===== src/sv/bpq_pkg.sv =====
// Package for the bounded priority queue with drop-lowest on overflow.
// Holds the sizes, the status and opcode codes, and the request, result and level-selection types.
// No dependencies.
package bpq_pkg;

	localparam int DEPTH   = 16;
	localparam int LEVELS  = 10;
	localparam int DATA_W  = 32;
	localparam int PRIO_W  = 4;
	localparam int COUNT_W = 5;
	localparam int SLOT_W  = $clog2(DEPTH);
	localparam int LVL_W   = $clog2(LEVELS);
	localparam int CNT_W   = $clog2(DEPTH + 1);

	typedef enum logic [0:0] {
		OP_PUSH = 1'b0,
		OP_PULL = 1'b1
	} bpq_op_t;

	typedef enum logic [2:0] {
		ST_PUSHED  = 3'd0,
		ST_DROPPED = 3'd1,
		ST_FULL    = 3'd2,
		ST_PULLED  = 3'd3,
		ST_EMPTY   = 3'd4
	} bpq_status_t;

	typedef struct packed {
		logic [0:0]        opcode;
		logic [PRIO_W-1:0] priority_req;
		logic [DATA_W-1:0] message_data;
	} bpq_req_t;

	typedef struct packed {
		logic [2:0]         status;
		logic [DATA_W-1:0]  result_data;
		logic [PRIO_W-1:0]  dropped_level;
		logic [COUNT_W-1:0] waiting_count;
	} bpq_res_t;

	typedef struct packed {
		logic             drop_found;
		logic [LVL_W-1:0] drop_lv;
		logic             pull_found;
		logic [LVL_W-1:0] pull_lv;
	} bpq_sel_t;

endpackage


===== src/sv/bpq_ram.sv =====
// Generic single-write, single-read RAM with a registered, read-first output.
// No dependencies.
module bpq_ram #(
	parameter int WIDTH = 32,
	parameter int DEPTH = 16
) (
	input  logic                     clk,
	input  logic                     we,
	input  logic [$clog2(DEPTH)-1:0] waddr,
	input  logic [WIDTH-1:0]         wdata,
	input  logic                     re,
	input  logic [$clog2(DEPTH)-1:0] raddr,
	output logic [WIDTH-1:0]         rdata
);

	logic [WIDTH-1:0] mem_q [DEPTH];
	logic [WIDTH-1:0] rdata_q;

	always_ff @(posedge clk) begin
		if (re) begin
			rdata_q <= mem_q[raddr];
		end
		if (we) begin
			mem_q[waddr] <= wdata;
		end
	end

	assign rdata = rdata_q;

endmodule


===== src/sv/bpq_prio_enc.sv =====
// Level selection: lowest non-empty level below the push priority, and
// highest non-empty level for a pull. Uses bpq_pkg.
module bpq_prio_enc (
	input  logic [bpq_pkg::LEVELS-1:0] nonempty,
	input  logic [bpq_pkg::LVL_W-1:0]  prio,
	output bpq_pkg::bpq_sel_t          sel
);

	logic [bpq_pkg::LEVELS-1:0] below;

	always_comb begin
		sel = '0;
		for (int i = 0; i < bpq_pkg::LEVELS; i++) begin
			below[i] = nonempty[i] && (bpq_pkg::LVL_W'(i) < prio);
		end
		for (int i = bpq_pkg::LEVELS - 1; i >= 0; i--) begin
			if (below[i]) begin
				sel.drop_found = 1'b1;
				sel.drop_lv    = bpq_pkg::LVL_W'(i);
			end
		end
		for (int i = 0; i < bpq_pkg::LEVELS; i++) begin
			if (nonempty[i]) begin
				sel.pull_found = 1'b1;
				sel.pull_lv    = bpq_pkg::LVL_W'(i);
			end
		end
	end

endmodule


===== src/sv/bpq_engine.sv =====
// Queue state, link updates and result register of the priority queue.
// Uses bpq_pkg, bpq_prio_enc and bpq_ram.
module bpq_engine (
	input  logic              clk,
	input  logic              arst_n,
	input  logic              fire,
	input  bpq_pkg::bpq_req_t req_s1,
	output bpq_pkg::bpq_res_t res
);

	localparam int SW = bpq_pkg::SLOT_W;
	localparam int LW = bpq_pkg::LVL_W;
	localparam int CW = bpq_pkg::CNT_W;
	localparam int NL = bpq_pkg::LEVELS;
	localparam int ND = bpq_pkg::DEPTH;

	logic [SW-1:0] next_q [ND];
	logic [SW-1:0] prev_q [ND];
	logic [SW-1:0] head_q [NL];
	logic [SW-1:0] tail_q [NL];
	logic [SW-1:0] head_d [NL];
	logic [SW-1:0] tail_d [NL];
	logic [NL-1:0] nonempty_q, nonempty_d;
	logic [SW-1:0] free_top_q, free_top_d;
	logic [CW-1:0] free_cnt_q, free_cnt_d;
	logic [CW-1:0] queued_q, queued_d;

	logic [2:0]    status_q;
	logic [LW-1:0] level_q;
	logic          use_ram_q;

	logic [LW-1:0] prio;
	logic          is_pull, has_free;
	logic          do_push, do_drop, do_pull;
	logic [SW-1:0] drop_slot, pull_slot, app_slot;
	logic          nxt_we, prv_we;
	logic [SW-1:0] nxt_addr, nxt_data, prv_addr, prv_data;
	logic [2:0]    status_d;
	logic [bpq_pkg::DATA_W-1:0] ram_rdata;
	bpq_pkg::bpq_sel_t sel;

	assign prio = (req_s1.priority_req >= bpq_pkg::PRIO_W'(NL)) ? LW'(NL - 1)
		: LW'(req_s1.priority_req);

	bpq_prio_enc u_enc (
		.nonempty (nonempty_q),
		.prio     (prio),
		.sel      (sel)
	);

	assign is_pull   = (req_s1.opcode == bpq_pkg::OP_PULL);
	assign has_free  = (free_cnt_q != '0);
	assign do_push   = fire && !is_pull && has_free;
	assign do_drop   = fire && !is_pull && !has_free && sel.drop_found;
	assign do_pull   = fire && is_pull && sel.pull_found;
	assign drop_slot = tail_q[sel.drop_lv];
	assign pull_slot = head_q[sel.pull_lv];
	assign app_slot  = do_push ? free_top_q : drop_slot;

	always_comb begin
		head_d     = head_q;
		tail_d     = tail_q;
		nonempty_d = nonempty_q;
		free_top_d = free_top_q;
		free_cnt_d = free_cnt_q;
		queued_d   = queued_q;
		nxt_we     = 1'b0;
		nxt_addr   = pull_slot;
		nxt_data   = free_top_q;
		prv_we     = 1'b0;
		prv_addr   = app_slot;
		prv_data   = tail_q[prio];
		if (do_drop) begin
			if (head_q[sel.drop_lv] == drop_slot) begin
				nonempty_d[sel.drop_lv] = 1'b0;
			end else begin
				tail_d[sel.drop_lv] = prev_q[drop_slot];
			end
		end
		if (do_pull) begin
			if (tail_q[sel.pull_lv] == pull_slot) begin
				nonempty_d[sel.pull_lv] = 1'b0;
			end else begin
				head_d[sel.pull_lv] = next_q[pull_slot];
			end
			nxt_we     = 1'b1;
			free_top_d = pull_slot;
			free_cnt_d = free_cnt_q + CW'(1);
			queued_d   = queued_q - CW'(1);
		end
		if (do_push) begin
			free_top_d = next_q[free_top_q];
			free_cnt_d = free_cnt_q - CW'(1);
			queued_d   = queued_q + CW'(1);
		end
		if (do_push || do_drop) begin
			if (!nonempty_q[prio]) begin
				head_d[prio]     = app_slot;
				tail_d[prio]     = app_slot;
				nonempty_d[prio] = 1'b1;
			end else begin
				nxt_we       = 1'b1;
				nxt_addr     = tail_q[prio];
				nxt_data     = app_slot;
				prv_we       = 1'b1;
				tail_d[prio] = app_slot;
			end
		end
	end

	always_comb begin
		if (is_pull) begin
			status_d = sel.pull_found ? bpq_pkg::ST_PULLED : bpq_pkg::ST_EMPTY;
		end else if (has_free) begin
			status_d = bpq_pkg::ST_PUSHED;
		end else begin
			status_d = sel.drop_found ? bpq_pkg::ST_DROPPED : bpq_pkg::ST_FULL;
		end
	end

	always_ff @(posedge clk or negedge arst_n) begin
		if (!arst_n) begin
			for (int i = 0; i < ND; i++) begin
				next_q[i] <= (i == ND - 1) ? '0 : SW'(i + 1);
			end
			for (int i = 0; i < NL; i++) begin
				head_q[i] <= '0;
				tail_q[i] <= '0;
			end
			nonempty_q <= '0;
			free_top_q <= '0;
			free_cnt_q <= CW'(ND);
			queued_q   <= '0;
			status_q   <= bpq_pkg::ST_PUSHED;
			level_q    <= '0;
			use_ram_q  <= 1'b0;
		end else if (fire) begin
			if (nxt_we) begin
				next_q[nxt_addr] <= nxt_data;
			end
			head_q     <= head_d;
			tail_q     <= tail_d;
			nonempty_q <= nonempty_d;
			free_top_q <= free_top_d;
			free_cnt_q <= free_cnt_d;
			queued_q   <= queued_d;
			status_q   <= status_d;
			level_q    <= do_drop ? sel.drop_lv : '0;
			use_ram_q  <= do_drop || do_pull;
		end
	end

	always_ff @(posedge clk) begin
		if (prv_we) begin
			prev_q[prv_addr] <= prv_data;
		end
	end

	bpq_ram #(
		.WIDTH (bpq_pkg::DATA_W),
		.DEPTH (ND)
	) u_payload (
		.clk   (clk),
		.we    (do_push || do_drop),
		.waddr (app_slot),
		.wdata (req_s1.message_data),
		.re    (do_drop || do_pull),
		.raddr (do_pull ? pull_slot : drop_slot),
		.rdata (ram_rdata)
	);

	assign res.status        = status_q;
	assign res.result_data   = use_ram_q ? ram_rdata : '0;
	assign res.dropped_level = bpq_pkg::PRIO_W'(level_q);
	assign res.waiting_count = bpq_pkg::COUNT_W'(queued_q);

`ifndef NO_ASSERTIONS
	a_count_sum: assert property (@(posedge clk) disable iff (!arst_n)
		(CW'(1) + free_cnt_q + queued_q) == CW'(ND + 1))
		else $error("free and queued counts do not add up to the slot count");

	a_nonempty_count: assert property (@(posedge clk) disable iff (!arst_n)
		(nonempty_q == '0) == (queued_q == '0))
		else $error("level mask disagrees with the queued count");

	a_pull_taken: assert property (@(posedge clk) disable iff (!arst_n)
		fire && is_pull && (nonempty_q != '0) |=> status_q == bpq_pkg::ST_PULLED)
		else $error("pull with queued messages did not return one");

	a_drop_keeps_count: assert property (@(posedge clk) disable iff (!arst_n)
		do_drop |=> queued_q == CW'(ND))
		else $error("drop changed the queued count");
`endif

endmodule


===== src/sv/bounded_priority_queue_drop_lowest_core.sv =====
// Top level of the bounded priority queue with drop-lowest on overflow.
// Input register and result handshake; uses bpq_pkg and bpq_engine.
//
//   channel  | valid     | stall     | payload
//   request  | req_valid | req_stall | req_data (bpq_req_t)
//   result   | res_valid | res_stall | res_data (bpq_res_t)
//
// One request is accepted every cycle while the result side keeps up.
// A request is held in the input register until it fires, and its result is then
// registered in the engine; the link update and level encode lie between the two.
// Reset clears all queues and the free chain at once, with no sweep.
// A stalled result holds the input register, which then stalls requests.
module bounded_priority_queue_drop_lowest_core (
	input  logic              clk,
	input  logic              arst_n,
	input  logic              req_valid,
	output logic              req_stall,
	input  bpq_pkg::bpq_req_t req_data,
	output logic              res_valid,
	input  logic              res_stall,
	output bpq_pkg::bpq_res_t res_data
);

	logic              s1_valid_q;
	bpq_pkg::bpq_req_t req_s1;
	logic              res_valid_q;
	logic              advance;
	logic              fire;

	assign advance   = !res_valid_q || !res_stall;
	assign fire      = s1_valid_q && advance;
	assign req_stall = s1_valid_q && !advance;

	always_ff @(posedge clk or negedge arst_n) begin
		if (!arst_n) begin
			s1_valid_q  <= 1'b0;
			res_valid_q <= 1'b0;
		end else begin
			if (!req_stall) begin
				s1_valid_q <= req_valid;
			end
			if (advance) begin
				res_valid_q <= s1_valid_q;
			end
		end
	end

	always_ff @(posedge clk) begin
		if (!req_stall && req_valid) begin
			req_s1 <= req_data;
		end
	end

	bpq_engine u_engine (
		.clk    (clk),
		.arst_n (arst_n),
		.fire   (fire),
		.req_s1 (req_s1),
		.res    (res_data)
	);

	assign res_valid = res_valid_q;

endmodule

===== config.mk =====
export PLATFORM = sky130hd
export DESIGN_NAME = bounded_priority_queue_drop_lowest_core
export DESIGN_NICKNAME = d
export VERILOG_FILES = /design/src/sv/bpq_pkg.sv /design/src/sv/bpq_ram.sv /design/src/sv/bpq_prio_enc.sv /design/src/sv/bpq_engine.sv /design/src/sv/bounded_priority_queue_drop_lowest_core.sv
export SDC_FILE = /design/constraint.sdc
export NUM_CORES = 1
export LEC_CHECK = 0
export BUFFER_PORTS_ARGS = -buffer_cell sky130_fd_sc_hd__buf_2
export CORE_MARGIN = 1
export CORE_UTILIZATION = 67
export DETAILED_ROUTE_END_ITERATION = 7
export HOLD_SLACK_MARGIN = 0.05
export PLACE_DENSITY_LB_ADDON = 0.2
export REMOVE_ABC_BUFFERS = 1
export SETUP_SLACK_MARGIN = 0.15
export SYNTH_ARGS = -nofsm -noshare
export SYNTH_HDL_FRONTEND = slang
export SYNTH_SLANG_ARGS = --single-unit

===== constraint.sdc =====
create_clock -name clk -period 7.75 [get_ports clk]
set_input_delay 1.55 -clock clk [delete_from_list [all_inputs] [get_ports clk]]
set_output_delay 1.55 -clock clk [all_outputs]
set_load 0.02 [all_outputs]

# --- Yosys cells after proc, flatten, opt, wreduce, memory -nomap -nowiden ---
# Memories as Yosys holds them, arrays and structs flattened. A register that Yosys moved wholly into a read port is not among the register bits.
# Cells that the tools add are included.
totals:
  romBits: 0
  latch_bits: 0
  wordCells: 236
  mem_count: 2
  register_bits: 215
  out_inout_bits: 46
  ramBits: 576
op_classes:
  addsub: 4
  eq_ne: 2
  shifts: 0
  muxes: 103
  n_mul: 0
  magnitude_cmp: 27
  div: 0
  bitwise: 11
  n_reduce_logical: 39
memory_table:
  columns: ["memory", "words", "word_bits", "read_ports", "rd_clocked_by_memory_dff", "write_ports", "line", "source"]
  rows:
  - ["u_engine.u_payload.mem_q", 16, 32, 1, 1, 1, "bpq_ram.sv:16", "logic [WIDTH-1:0] mem_q [DEPTH];"]
  - ["u_engine.prev_q", 16, 4, 1, 0, 1, "bpq_engine.sv:18", "logic [SW-1:0] prev_q [ND];"]
ops:
  columns: ["op", "n"]
  rows:
  - ["2-to-1 mux 40 bit", 7]
  - ["bitwise mux 40 bit", 4]
  - ["2-to-1 mux 5 bit", 24]
  - ["binary-select mux 4 bit (select 4 bit)", 7]
  - ["2-to-1 mux 4 bit", 28]
  - ["bitwise mux 64 bit", 1]
  - ["demux 4 bit (select 4 bit)", 4]
  - ["2-to-1 mux 10 bit", 6]
  - ["2-to-1 mux 32 bit", 1]
  - ["greater-or-equal comparator 5 bit, second input constant", 6]
  - ["NOT 4 -> 5 bit", 6]
  - ["logical AND 1 bit", 26]
  - ["AND 10 bit", 2]
  - ["< comparator 5 x 1 -> 1 bit, second input constant", 4]
  - ["NOT 10 bit", 2]
  - ["< comparator 3 x 4 -> 1 bit, first input constant", 4]
  - ["< comparator 4 x 5 -> 1 bit, second input constant", 3]
  - ["2-to-1 mux 1 bit", 13]
  - ["demux 1 bit (select 4 bit)", 3]
  - ["greater-or-equal comparator 4 x 1 -> 1 bit, second input constant", 3]
  - ["adder 5 x 1 -> 5 bit, second input constant", 2]
  - ["bitwise OR 10 bit", 1]
  - ["subtractor 5 x 1 -> 5 bit, second input constant", 2]
  - ["2-to-1 mux 3 bit", 3]
  - ["other kinds (12)", 24]

# --- Logic depth before layout (Yosys ltp) ---
logic_depth:
  depth_word: 28
  ltp_mapped: 18
  mapped_depth_nobuf: 12

# --- Hierarchy ---
# From an unflattened synthesis, not the netlist that was laid out.
unflattened:
  hier_cells: 2281
  hier_area_um2: 36094.6
modules_own_cells:
  columns: ["mod", "instances", "area_per_inst_um2", "cells_per_inst"]
  rows:
  - ["bpq_ram", 1, 20174.3, 838]
  - ["bpq_engine", 1, 14393.8, 1346]
  - ["bounded_priority_queue_drop_lowest_core", 1, 1203.7, 45]
  - ["bpq_prio_enc", 1, 322.8, 52]

# --- Worst setup path after synthesis ---
# OpenSTA, ideal clock, no wires.
synth_path:
  path_kind: "input to register"
  start: "in res_stall"
  end: "mem u_engine.u_payload.mem_q[1][0], enable pin"
  slack_ps: 2309
  cell_stages: 10
  arrival_ps: 5019
  n_path_buf: 1
  required_time_ps: 7329
  cell_sequence: "nand2_1 -> nand2_1 -> nor2_1 -> o21ai_1 -> clkinv_1 -> nand2_1 -> a21boi_1 -> clkbuf_1 -> nand2_1 -> nor2_1"
synth_between:
  elab_chain_len: 9
  elab_cells_between_ends: 11
synth_lines:
  columns: ["item", "line", "source"]
  rows:
  - ["start: declaration", "bounded_priority_queue_drop_lowest_core.sv:20", "input logic res_stall,"]
  - ["logical NOT 1 bit *", "bounded_priority_queue_drop_lowest_core.sv:30", "assign advance = !res_valid_q || !res_stall;"]
  - ["logical OR 1 bit *", "bounded_priority_queue_drop_lowest_core.sv:30", null]
  - ["logical AND 1 bit *", "bounded_priority_queue_drop_lowest_core.sv:31", "assign fire = s1_valid_q && advance;"]
  - ["logical AND 1 bit *", "bpq_engine.sv:53, bpq_engine.sv:54", null]
  - ["logical AND 1 bit (2 in a row)", "bpq_engine.sv:54", "assign do_drop = fire && !is_pull && !has_free && sel.drop_found;"]
  - ["logical OR 1 bit", "bpq_engine.sv:164", ".we (do_push || do_drop),"]
  - ["2-to-1 mux 1 bit", "bpq_ram.sv:23", "if (we) begin"]
  - ["2-to-1 mux 1 bit (implied by the code)", "bpq_ram.sv:24", "mem_q[waddr] <= wdata;"]
  - ["end: declaration", "bpq_ram.sv:16", null]
# Mark *: on every way between the ends. The rest lies on a longest branch, timed or not.

# --- Worst setup path in the final report ---
layout_path:
  start: "reg u_engine.nonempty_q[9]"
  end: "reg u_engine.u_payload.rdata_q[13] (netlist: u_engine.u_payload.rdata[13]) (read register of u_engine.u_payload.mem_q) (data pin)"
layout_between:
  elab_chain_len: 16
  elab_cells_between_ends: 24
layout_lines:
  columns: ["item", "line", "source"]
  rows:
  - ["start: declaration", "bpq_engine.sv:23", "logic [NL-1:0] nonempty_q, nonempty_d;"]
  - ["start signal: assignment", "bpq_engine.sv:143", "nonempty_q <= nonempty_d;"]
  - ["logical AND 1 bit", "bpq_prio_enc.sv:14", "below[i] = nonempty[i] && (bpq_pkg::LVL_W'(i) < prio);"]
  - ["2-to-1 mux 5 bit (10 in a row)", "bpq_prio_enc.sv:17", "if (below[i]) begin"]
  - ["NOT 4 -> 5 bit (implied by the code)", "bpq_engine.sv:56", "assign drop_slot = tail_q[sel.drop_lv];"]
  - ["binary-select mux 4 bit (select 4 bit)", "bpq_engine.sv:56", null]
  - ["2-to-1 mux 4 bit (implied by the code) (2 in a row)", "bpq_engine.sv:56", null]
  - ["2-to-1 mux 4 bit", "bpq_engine.sv:168", ".raddr (do_pull ? pull_slot : drop_slot),"]
  - ["end: declaration", "bpq_ram.sv:17", "logic [WIDTH-1:0] rdata_q;"]
# Several ways; a longest one is shown, not always the timed one. The select of a mux whose other input is x is not followed.
# A chain may end at the register's enable or synchronous reset.

==> results.py <==
metrics = {
    "run_status": {
        "status": "finished, violations left",
        "failed_checks": "design-rule violations",
    },
    "sta": {
        "fin_crit_sh": 0.745,
        "drv_slew": 0,
        "timing.hold.ws_ns": 0.461,
        "fmax_ghz": 0.173,
        "setup_ws_ns": 1.98,
        "hold_viol": 0,
        "max_slew_margin": 0.182,
        "worstMarginPinSlew_ns": 1.22,
        "rsz0062_at_grt": "false",
        "setup_violations": 0,
        "period_needed_ns": 5.77,
        "finClkSkew_ns": 0.0410,
    },
    "placed_design": {
        "io_buffer_count": 86,
        "globalplace.congestion": 1.08,
        "post-dp-hpwl_mm": 62.6,
        "dp_slack_ns": 1.94,
    },
    "floorplan": {
        "die-area_um2": 54700,
        "initial_utilization": 0.681,
        "core_um2": 52900,
        "io_pins": 87,
        "rows": 84,
        "die_y_um": 234,
        "die_x_um": 234,
    },
    "clocking": {
        "cts_buffers": 80,
        "cts_max_level": 3,
        "cts_sinks": 823,
        "holdBufCountCts": 0,
        "cts_tree": "built",
        "clk_latency_ns": 0.65,
        "cts_setup_buffers": 0,
        "cts_resized": 0,
        "cts.reportedPaths.clkPinSlew_ns": 0.06,
        "ctsRootBufferMaster": "clkbuf_16",
        "clk_path_buf_depth": 3,
    },
    "worst_setup_path": {
        "worstReg2RegStart": "u_engine.nonempty_q[9]$_DFFE_PN0P_",
        "end_kind": "flop",
        "critical_path.max_fanout": 32,
        "r2r_slack_ns": 1.98,
        "path_class": "reg -> reg",
        "crit_required_ns": 8.13,
        "r2r-end": "u_engine.u_payload.rdata[13]$_DFFE_PP_",
        "r2r_cells": 12,
        "crit_start": "u_engine.nonempty_q[9]$_DFFE_PN0P_",
        "worstSetupStartpointType": "flop",
        "crit_end": "u_engine.u_payload.rdata[13]$_DFFE_PP_",
        "crit_arrival_ns": 6.15,
    },
    "global_routing": {
        "grt_pass1_wl_mm": 146,
        "antenna_found_initial": 2,
        "grt_usage": 0.370,
        "overflow": 0,
        "grt_pass1_vias": 23400,
        "grt_start_max_net_pins": 101,
    },
    "synthesis": {
        "yosys_most_used_dff": "edfxtp_1",
        "avgSynthCellArea_um2": 14.3,
        "netlist_area_um2": 36000,
        "ys_warn_count": 0,
        "yosysSeqAreaShare": 0.663,
        "yosys.cell_types.count": 93,
        "synth_edf_count": 645,
        "async_flop_share": 0.216,
        "synth-seq-cells": 823,
        "syn_inst": 2518,
    },
    "cells_and_area": {
        "syn_to_final_growth_pct": 11.2,
        "seqCellArea_um2": 23900,
        "fillers": 3137,
        "drive_above_1_share": 0.182,
        "finish.utilization": 0.757,
        "multi_input_area_um2": 11600,
        "diodes": 0,
        "fin_nets": 2676,
    },
    "route": {
        "dr.pass1.iters": 8,
        "wirelength_mm": 100,
        "drc": 4,
        "wl_per_cell_um": 29.7,
        "avgViaCountPerCell": 7.09,
        "vias": 23900,
        "antenna_left": 0,
        "drt_iter0_markers": 3351,
    },
    "flow_run": {
        "cap_violations": 0,
    },
    "hold_path": {
        "min_path_type": "reg -> reg",
    },
    "pwr": {
        "p_leak_nw": 14.5,
        "ir_worst_vdd_v": 0.000390,
        "p_per_area_nw_per_um2": 425,
    },
}
## worst max-delay path, cell delays in order, from the launching register on
cell and delay, ns:
dfrtp_1 0.80, clkinv_1 0.57, nand2_1 0.53, o221ai_1 0.19, o21ba_2 0.27, o221ai_1 0.15
a221oi_4 0.26, inv_2 0.16, o21ai_4 0.92, buf_4 0.64, mux2i_1 0.31, o22ai_1 0.12
or4_1 0.57
## how the worst min path moves through the flow
stage / from / endpoint / slack, ns / cells after the start
2_1_floorplan: u_engine.head_q[29]$_DFFE_PN0P_ / u_engine.head_q[29]$_DFFE_PN0P_ / 0.46 / 2
6_report: u_engine.level_q[3]$_DFFE_PN0P_ / u_engine.level_q[3]$_DFFE_PN0P_ / 0.46 / 2
3_3_place_gp: u_engine.level_q[3]$_DFFE_PN0P_ / u_engine.level_q[3]$_DFFE_PN0P_ / 0.45 / 2
4_1_cts: u_engine.level_q[3]$_DFFE_PN0P_ / u_engine.level_q[3]$_DFFE_PN0P_ / 0.47 / 2
3_5_place_dp: u_engine.level_q[3]$_DFFE_PN0P_ / u_engine.level_q[3]$_DFFE_PN0P_ / 0.45 / 2
5_1_grt: u_engine.status_q[0]$_DFFE_PN0P_ / u_engine.status_q[0]$_DFFE_PN0P_ / 0.49 / 1
## metal layers
| layer | GRT usage | part of all wire | vias up | routed length [um] |
|---|---|---|---|---|
| met1 | 0.522 | 0.39 | 12000 | 39000 |
| met3 | 0.0810 | 0.11 | 269 | 11400 |
| li1 | - | - | 10000 | - |
| met4 | 0.147 | 0.035 | 2 | 3520 |
| met2 | 0.567 | 0.46 | 1626 | 46300 |
| met5 | 0.0116 | 0.00091 | - | 91 |
## cells in the final DEF, fill, tap and decap left out, types with 27 or more instances in the layout
master and n:
edfxtp_1 645, mux2i_1 347, nand2_1 175, o22ai_1 163, dfrtp_1 145, nor2_1 132, buf_2 85, mux2_2 81
clkbuf_16 81, o21ai_0 67, buf_4 64, a21oi_1 48, and2_1 39, or4_1 36, nor3_1 36, nand3_1 33
dfstp_2 33, a211oi_1 27
## state kept, by name, summed over array words and instances (netlist names), 3 cells and up
| signal | cells |
|---|---|
| u_engine.status_q | 3 |
| u_engine.u_payload.mem_q | 512 |
| u_engine.tail_q | 40 |
| u_engine.prev_q | 64 |
| req_s1 | 37 |
| u_engine.next_q | 64 |
| u_engine.free_top_q | 4 |
| u_engine.free_cnt_q | 5 |
| u_engine.u_payload.rdata | 32 |
| u_engine.head_q | 40 |
| u_engine.queued_q | 5 |
| u_engine.nonempty_q | 10 |
| u_engine.level_q | 4 |
## cells in the mapped netlist, drive strengths merged, types with 7 or more instances
cell type / n / area (um^2)
a21o: 12 / 90.1
mux2: 82 / 927
a21oi: 48 / 240
a211oi: 28 / 215
o221a: 11 / 124
o221ai: 15 / 131
edfxtp: 645 / 19400
nand2: 186 / 708
nor2: 152 / 586
mux4: 22 / 495
dfrtp: 145 / 3630
o31ai: 7 / 52.6
and2: 40 / 250
a31oi: 9 / 71.3
nand2b: 12 / 75.1
clkbuf: 49 / 184
xnor2: 9 / 78.8
nor3: 44 / 267
a22oi: 19 / 143
or2: 14 / 87.6
o22ai: 163 / 1020
a221o: 18 / 180
or4: 37 / 282
dfstp: 33 / 867
a221oi: 7 / 67.6
nor2b: 12 / 75.1
mux2i: 347 / 3470
and3: 12 / 75.1
o22a: 7 / 61.3
a32o: 8 / 80.1
or3: 10 / 62.6
nand3: 33 / 165
inv: 23 / 86.3
buf: 79 / 423
o21ai: 85 / 437
## where the power goes
group | leakage [nW] | switching, mW | internal, mW
clock network | 1.23 | 1.69 | 2.15
logic | 5.21 | 4.37 | 2.57
registers | 8.04 | 0.615 | 5.62
total | 14.5 | 6.68 | 10.3
## final cells by class
cell class / instances / area share
multi-input combinational: 1542 / 0.291
timing repair buffer: 155 / 0.0254
sequential: 823 / 0.596
clock inverter: 34 / 0.00991
inverter: 25 / 0.00234
tap: 688 / 0.0215
clock buffer: 107 / 0.0541
## per-stage QoR
step / instance area (um^2) / instances / power (mW) / setup TNS, ns
6_report: 40000 / 3374 / 17.0 / 0
5_1_grt: 40000 / 3374 / 17.6 / 0
4_1_cts: 40000 / 3374 / 16.8 / 0
3_5_place_dp: 37500 / 3233 / 13.0 / 0
3_3_place_gp: 37500 / 3233 / 12.8 / 0
2_1_floorplan: 35400 / 2390 / 10.6 / -421.09
## cells by family after synthesis
kind of cell	synth area share
compound gates	0.0965
xor+xnor	0.00365
fa+ha+maj	0.00320
buf+inv	0.0195
flops	0.663
mux	0.136
simple gates	0.0785
Note: power is estimated with default switching activity, not from simulation.
